--- src/design/tgq_pkg.sv ---
`timescale 1ns / 1ps
// ----------------------------------------------------------------------------
// tgq_pkg: shared types, constants and helpers
// glyph table layout, fixed-point saturation and vertex corner selection
// ----------------------------------------------------------------------------
package tgq_pkg;

  // glyph table geometry
  localparam int GlyphCount = 96;
  localparam int IdxW       = (GlyphCount > 1) ? $clog2(GlyphCount) : 1;

  localparam logic [7:0] CodeFirst = 8'd32;
  localparam logic [7:0] CodeSpace = 8'd32;

  localparam logic OpChar  = 1'b0;
  localparam logic OpWrite = 1'b1;

  localparam logic [16:0]        TexOne    = 17'h10000;
  localparam logic signed [21:0] PosMax    = 22'sh1FFFFF;
  localparam logic signed [21:0] PosMin    = -22'sh200000;
  localparam logic [2:0]         LastVertex = 3'd5;

  typedef enum logic [2:0] {
    FieldULeft   = 3'd0,
    FieldVTop    = 3'd1,
    FieldURight  = 3'd2,
    FieldVBottom = 3'd3,
    FieldMinY    = 3'd4,
    FieldMaxY    = 3'd5,
    FieldMaxX    = 3'd6,
    FieldAdvance = 3'd7
  } field_e;

  typedef struct packed {
    logic [16:0]        u_left;
    logic [16:0]        v_top;
    logic [16:0]        u_right;
    logic [16:0]        v_bottom;
    logic signed [15:0] min_y;
    logic signed [15:0] max_y;
    logic signed [15:0] max_x;
    logic signed [15:0] advance;
  } glyph_t;

  typedef struct packed {
    logic [16:0]        u_l;
    logic [16:0]        u_r;
    logic [16:0]        v_t;
    logic [16:0]        v_b;
    logic signed [21:0] x_l;
    logic signed [21:0] x_r;
    logic signed [21:0] y_t;
    logic signed [21:0] y_b;
  } quad_t;

  // code has a table entry
  function automatic logic has_entry(logic [7:0] code);
    logic [8:0] diff;
    diff = {1'b0, code} - {1'b0, CodeFirst};
    return (code >= CodeFirst) && (diff < 9'(GlyphCount));
  endfunction

  function automatic logic [IdxW-1:0] entry_idx(logic [7:0] code);
    logic [7:0] diff;
    diff = code - CodeFirst;
    return diff[IdxW-1:0];
  endfunction

  function automatic logic [16:0] sat_tex(logic signed [17:0] v);
    if (v < 18'sd0) begin
      return 17'd0;
    end else if (v > 18'sd65536) begin
      return TexOne;
    end
    return v[16:0];
  endfunction

  function automatic logic signed [15:0] sat_metric(logic signed [17:0] v);
    if (v > 18'sd32767) begin
      return 16'sh7FFF;
    end else if (v < -18'sd32768) begin
      return -16'sh8000;
    end
    return v[15:0];
  endfunction

  function automatic logic signed [21:0] sat_pos(logic signed [22:0] v);
    if (v[22] != v[21]) begin
      return v[22] ? PosMin : PosMax;
    end
    return v[21:0];
  endfunction

  // vertex order: LT LB RB LT RB RT
  function automatic logic vtx_right(logic [2:0] k);
    return (k == 3'd2) || (k == 3'd4) || (k == 3'd5);
  endfunction

  function automatic logic vtx_bottom(logic [2:0] k);
    return (k == 3'd1) || (k == 3'd2) || (k == 3'd4);
  endfunction

endpackage

--- src/design/tgq_pen_stage.sv ---
`timescale 1ns / 1ps
// ----------------------------------------------------------------------------
// tgq_pen_stage: pen position and quad corners
// holds the item whose glyph was read, computes its box and moves the pen
// ----------------------------------------------------------------------------
module tgq_pen_stage (
  input  logic               clk_i,
  input  logic               rst_ni,
  input  logic               accept_i,
  input  logic               op_i,
  input  logic               hit_i,
  input  logic               space_i,
  input  logic               first_i,
  input  logic signed [15:0] start_x_i,
  input  logic signed [15:0] start_y_i,
  input  tgq_pkg::glyph_t    glyph_i,
  output logic               ready_o,
  output logic               quad_valid_o,
  input  logic               quad_ready_i,
  output tgq_pkg::quad_t     quad_o
);

  logic               valid_q;
  logic               op_q, hit_q, space_q, first_q;
  logic signed [15:0] sx_q, sy_q;
  logic signed [21:0] pen_x_q, pen_y_q;

  logic signed [21:0] pen_x_eff, pen_y_eff;
  logic               retire;

  assign pen_x_eff = first_q ? {sx_q, 6'b0} : pen_x_q;
  assign pen_y_eff = first_q ? {sy_q, 6'b0} : pen_y_q;

  assign quad_valid_o = valid_q && (op_q == tgq_pkg::OpChar) && hit_q && !space_q;
  assign retire       = valid_q && (!quad_valid_o || quad_ready_i);
  assign ready_o      = !valid_q || retire;

  always_comb begin
    quad_o.u_l = glyph_i.u_left;
    quad_o.u_r = glyph_i.u_right;
    quad_o.v_t = glyph_i.v_top;
    quad_o.v_b = glyph_i.v_bottom;
    quad_o.x_l = pen_x_eff;
    quad_o.x_r = tgq_pkg::sat_pos(23'(pen_x_eff) + 23'(glyph_i.max_x));
    quad_o.y_t = tgq_pkg::sat_pos(23'(pen_y_eff) - 23'(glyph_i.max_y));
    quad_o.y_b = tgq_pkg::sat_pos(23'(pen_y_eff) - 23'(glyph_i.min_y));
  end

  always_ff @(posedge clk_i or negedge rst_ni) begin
    if (!rst_ni) begin
      valid_q <= 1'b0;
      pen_x_q <= '0;
      pen_y_q <= '0;
    end else begin
      if (accept_i) begin
        valid_q <= 1'b1;
      end else if (retire) begin
        valid_q <= 1'b0;
      end
      if (retire && (op_q == tgq_pkg::OpChar)) begin
        pen_x_q <= hit_q ? tgq_pkg::sat_pos(23'(pen_x_eff) + 23'(glyph_i.advance))
                         : pen_x_eff;
        pen_y_q <= pen_y_eff;
      end
    end
  end

  always_ff @(posedge clk_i) begin
    if (accept_i) begin
      op_q    <= op_i;
      hit_q   <= hit_i;
      space_q <= space_i;
      first_q <= first_i;
      sx_q    <= start_x_i;
      sy_q    <= start_y_i;
    end
  end

endmodule

--- config.mk ---
export PLATFORM = sky130hd
export DESIGN_NAME = tgq_pen_stage
export DESIGN_NICKNAME = d
export VERILOG_FILES = /design/src/design/tgq_pkg.sv /design/src/design/tgq_pen_stage.sv
export SDC_FILE = /design/constraint.sdc
export NUM_CORES = 1
export LEC_CHECK = 0
export ABC_AREA = 1
export BUFFER_PORTS_ARGS = -buffer_cell sky130_fd_sc_hd__buf_2
export CORE_MARGIN = 8
export CORE_UTILIZATION = 32
export CTS_CLUSTER_DIAMETER = 60
export CTS_CLUSTER_SIZE = 10
export DETAILED_ROUTE_END_ITERATION = 16
export PLACE_DENSITY = 0.63
export SYNTH_ARGS = -nofsm -noshare
export SYNTH_HDL_FRONTEND = slang
export SYNTH_SLANG_ARGS = --single-unit
--- constraint.sdc ---
create_clock -name clk_i -period 8.9 [get_ports clk_i]
set_input_delay 1.335 -clock clk_i [delete_from_list [all_inputs] [get_ports clk_i]]
set_output_delay 1.335 -clock clk_i [all_outputs]
set_load 0.05 [all_outputs]
# Yosys cells after proc, flatten, opt, wreduce, memory -nomap -nowiden
# Index checks and enable logic that the tools add are counted.
[totals]
reg_bits = 81
input_bits = 172
out_inout_bits = 158
word_cells = 51
[op_classes]
n_addsub = 4
eq_ne = 4
n_mux = 22
bitwise_logic = 1
n_reduce_logical = 11
[op_table]
columns = ["cell", "n"]
rows = [
  ["$mux 22", 15],
  ["$add 22x16->23", 2],
  ["$sub 22x16->23", 2],
  ["$mux 1", 7],
  ["$logic_and 1x1->1", 5],
  ["$ne 1x1->1", 4],
  ["$logic_not 1->1", 3],
  ["$logic_or 1x1->1", 2],
  ["$reduce_bool 2->1", 1],
  ["$not 1->1", 1],
]

# Longest topological paths before layout
[logic_depth]
ltp_word = 11
depth_mapped = 23
ltp_nobuf = 20

# Worst setup path after synthesis
# Ideal clock, no wire load.
[synth_path]
path_type = "flip-flop to output port"
startpoint = "register first_q"
endpoint = "output quad_o[46] (netlist bit)"
arrival_time_ns = 4.104
t_required_ns = 7.565
setup_slack_ns = 3.461
path_stages_with_launch = 15
path_buffers = 2
cell_sequence = "edfxtp_1 clkbuf_1 o21ai_0 ha_1 a21oi_1 o31a_1 o21ai_0 a21oi_1 nand2_1 nand2_1 nand2_1 nand2_1 buf_2 nand3_1 nand2_1"
[synth_rtl]
columns = ["element", "line", "source"]
rows = [
  ["start, declared", "tgq_pen_stage.sv:24", "logic op_q, hit_q, space_q, first_q;"],
  ["start signal, assigned", "tgq_pen_stage.sv:73", "first_q <= first_i;"],
  ["end, declared", "tgq_pen_stage.sv:20", "output tgq_pkg::quad_t quad_o"],
]

==> metrics.md <==
| Metric | Value |
|---|---|
| Final number of hold-violating endpoints | `0` |
| Final Cell Area | `about 11000 um2` |
| PortBufs | `about 190` |
| WL final | `~32000 um` |
| Dpl cell area | `10500 um2` |
| Nets | `approximately 1900` |
| P_sw | `approximately 0.0017 W` |
| Comb pwr share | `0.703` |
| Adder-Cell Fraction of Synth Area | `0.112` |
| Synth Register Bits | `81` |
| Post-detail-place hpwl | `approximately 27000 um` |
| Number of antenna violations at the first check in global routing | `1` |
| Clk root buf | `clkbuf_16` |
| DRC Markers | `0` |
| TritonCTS clock tree | `yes` |
| Top-area cell type share of the netlist area | `0.202` |
| Storage cell area | `2210 um2` |
| Layout cells sized above 1 | `0.152` |
| Setup ws final | `3.16 ns` |
| Minimum clock period after layout | `5.74 ns` |
| Number of enable flip-flop cells after synthesis | `36` |
| Register area share after synthesis | `0.228` |
| Fillcell total | `around 3300` |
| WP data required | `7.57 ns` |
| Initial DRC Count | `569` |
| Cells after Synth | `about 1500` |
| CP Launch Type | `register` |
| Tot GR Track Use | `0.173` |
| Largest family of logic cells by synthesized area | `simple AND/OR/NAND/NOR gates` |
| Vias per cell | `4.88` |
| Seq pwr share | `0.165` |
| Finished Core Util | `0.363` |
| Routed vias | `9781` |
| Die H | `190 um` |
| Post-synthesis mux area share | `0` |
| Post-DRT Antenna Nets | `0` |
| Die X | `190 um` |
| Hold Path Class | `register to register` |
| Overall power | `a little under 0.003 W` |
| Row count | `between 60 and 70` |
| Avg WL per Cell | `between 15 and 20 um` |
| Area growth syn-to-layout | `11.5%` |
| YS warnings | `0` |
| Sw Share | `0.590` |
| Compound-Gate Fraction of Synth Area | `0.135` |
| Top_reg_cell synth | `dfrtp_1` |
| Longest Clk Path Bufs | `2` |
| RSZ-0062 raised after global routing | `no` |
| Synth Area in XOR/XNOR | `0.0552` |
| Clk pwr share | `0.132` |
| Maximum vdd drop | `0.225 mV` |
| FMAX | `about 0.17 GHz` |
| Lkg Pwr | `~6 nW` |
| Inserted Clock Buffers | `9` |
| Largest net degree at the start of global routing | `a little under 60` |
| Clock tree sinks | `between 80 and 90` |
| Die footprint | `about 36000 um2` |
| Final Cycle Share | `0.645` |
| Clk slew on worst S/H paths | `0.07 ns` |
| Syn Area/Cell | `roughly 6.4 um2` |
| # setup viols final | `0` |
| Crit path kind | `register to primary output` |
| GP Congestion | `~0.92` |
| Setup_tns | `0 ns` |
| Post-synthesis cell type count | `45` |
| Async SR Flop Fraction | `0.556` |
| Crit-path max FO | `58` |
| DRT Pass-1 Iters | `5` |
| Crit end category | `primary output` |
| Placeable core area | `a little under 30000 um2` |
| Number of global-route vias before repair | `between 9000 and 10000` |
| Yosys top cell by area | `nand2_1` |
| Setup WS pre-CTS | `3.35 ns` |
| CTS Hold Bufs | `0` |
| Status | `complete, no violations` |
| Worst slew pin tran | `~0.99 ns` |
| # Max-Cap Violations | `0` |
| CTS HTree Levels | `3` |
| Footprint of the multi-input gates | `6130 um2` |
| Crit path arrival time | `4.40 ns` |
| Synthesized area | `around 9700 um2` |
| Initial Util | `0.326` |
| Clk_skew | `between 0.007 and 0.008 ns` |
| Syn nets | `around 1800` |
| Dominant cells by area after synthesis | `nand2_1 (20%), dfrtp_1 (12%), edfxtp_1 (11%), ha_1 (10%), inv_1 (6.6%)` |
| Latest clock arrival within the worst-skew pair | `roughly 0.34 ns` |
| Post-Synth Simple-Gate Area | `0.331` |
| First-pass GRT wire length | `roughly 50000 um` |
| Pwr/cell area | `272 nW/um2` |
| Post-CTS setup buffer count | `0` |
| CTS resizes | `0` |
| Rel. slew slack | `0.341` |
| P_int | `between 0.001 and 0.0015 W` |
| I/O pin cnt | `330` |
| Total grt overflow | `0` |
| Slew Limit Fails | `0` |
-- synthesized netlist by cell type, drive strengths merged (4+ instances only) --
library cell and instances:
a21oi 82, o21a 5, ha 80, edfxtp 36, nand2 543, a31oi 20, inv 174, xor2 39
nand3 77, nor4 4, nor2 96, nand4 24, nor3 17, buf 78, clkbuf 27, a211oi 5
a21boi 7, xnor2 22, o21bai 11, fa 4, dfrtp 45, o21ai 82, a21o 14
-- final timing paths --
kind                                             start                      end  slack, ns  cells after the start
worst min-delay path            pen_x_q[7]$_DFFE_PN0P_   pen_x_q[7]$_DFFE_PN0P_       0.48                      2
min in group asynchronous                       rst_ni  pen_x_q[10]$_DFFE_PN0P_       1.08                      2
max in group asynchronous                       rst_ni  pen_y_q[15]$_DFFE_PN0P_       7.38                      2
worst max-delay path                 first_q$_DFFE_PP_               quad_o[53]       3.16                     14
worst max register to register       first_q$_DFFE_PP_  pen_x_q[19]$_DFFE_PN0P_       4.94                     17
worst min register to register  pen_x_q[7]$_DFFE_PN0P_   pen_x_q[7]$_DFFE_PN0P_       0.48                      2
-- logic make-up after synthesis --
kind of cell	after synthesis
AND/OR/NAND/NOR	768
XOR/XNOR	61
adder cells (fa/ha/maj)	84
AO/OA/AOI/OAI	231
flip-flops	81
buffers and inverters	280
-- per-layer routing --
metal	track usage	vias to the layer above	routed length [um]
met5	0	-	13
met2	0.289	262	15100
li1	-	5022	-
met1	0.217	4418	14200
met4	0.0667	2	1160
met3	0.0348	77	2060
-- metrics by stage --
step,hold slack (ns),std cells
floorplan,0.449,1505
global placement,0.461,1987
detailed placement,0.466,1987
CTS,0.483,2003
global route,0.492,2003
finish,0.478,2004
-- final cells by class --
class | count | share of cell area
multi-input cells | 1144 | 0.568
repair buffers | 197 | 0.0923
inverters | 175 | 0.0611
flip-flops and latches | 81 | 0.205
clock inverters | 7 | 0.00777
diodes | 1 | 0.000232
clock buffers | 9 | 0.0209
well taps | 390 | 0.0452
-- power by group through the flow --
stage | combinational (W) | clock [W] | sequential (W)
after CTS | 0.00208 | 0.000400 | 0.000484
final | 0.00207 | 0.000387 | 0.000485
after detailed placement | 0.00207 | 0 | 0.000492
after global placement | 0.00206 | 0 | 0.000489
after floorplan | 0.00167 | 0 | 0.000485
after global routing | 0.00224 | 0.000413 | 0.000492
-- flip-flops by register name (all words and copies together) (netlist names) --
name     flops
sy_q        16
valid_q      1
pen_y_q     22
first_q      1
space_q      1
hit_q        1
sx_q        16
op_q         1
pen_x_q     22
-- worst max-delay path: stages (launching register included) --
cell and delay (ns):
edfxtp_1 0.32, buf_4 0.49, inv_4 0.30, nand2_1 0.16
nand2_1 0.17, ha_1 0.41, nand2_1 0.13, nor2_1 0.16
inv_1 0.05, nor3_1 0.23, nand3_1 0.20, nand4_1 0.18
nand4_1 0.64, nand2_1 0.28, buf_2 0.30
-- layout by cell type (no fill, tap or decap), types with 5 or more instances in the layout --
cell / synthesis / routed
nand2_2: 19 / 19
a21boi_0: 6 / 6
nand3_1: 76 / 76
o21bai_1: 11 / 11
clkbuf_16: 0 / 9
nor2_1: 93 / 93
nand2_1: 521 / 521
inv_1: 170 / 170
a31oi_1: 20 / 20
dfrtp_1: 45 / 45
edfxtp_1: 36 / 36
xnor2_1: 22 / 22
o21a_1: 5 / 5
a21o_1: 14 / 14
nor3_1: 17 / 17
ha_1: 80 / 80
o21ai_0: 78 / 78
buf_2: 6 / 193
a21oi_1: 82 / 82
nand4_1: 24 / 24
a211oi_1: 5 / 5
xor2_1: 39 / 39
Power figures use the tool's default switching activity.
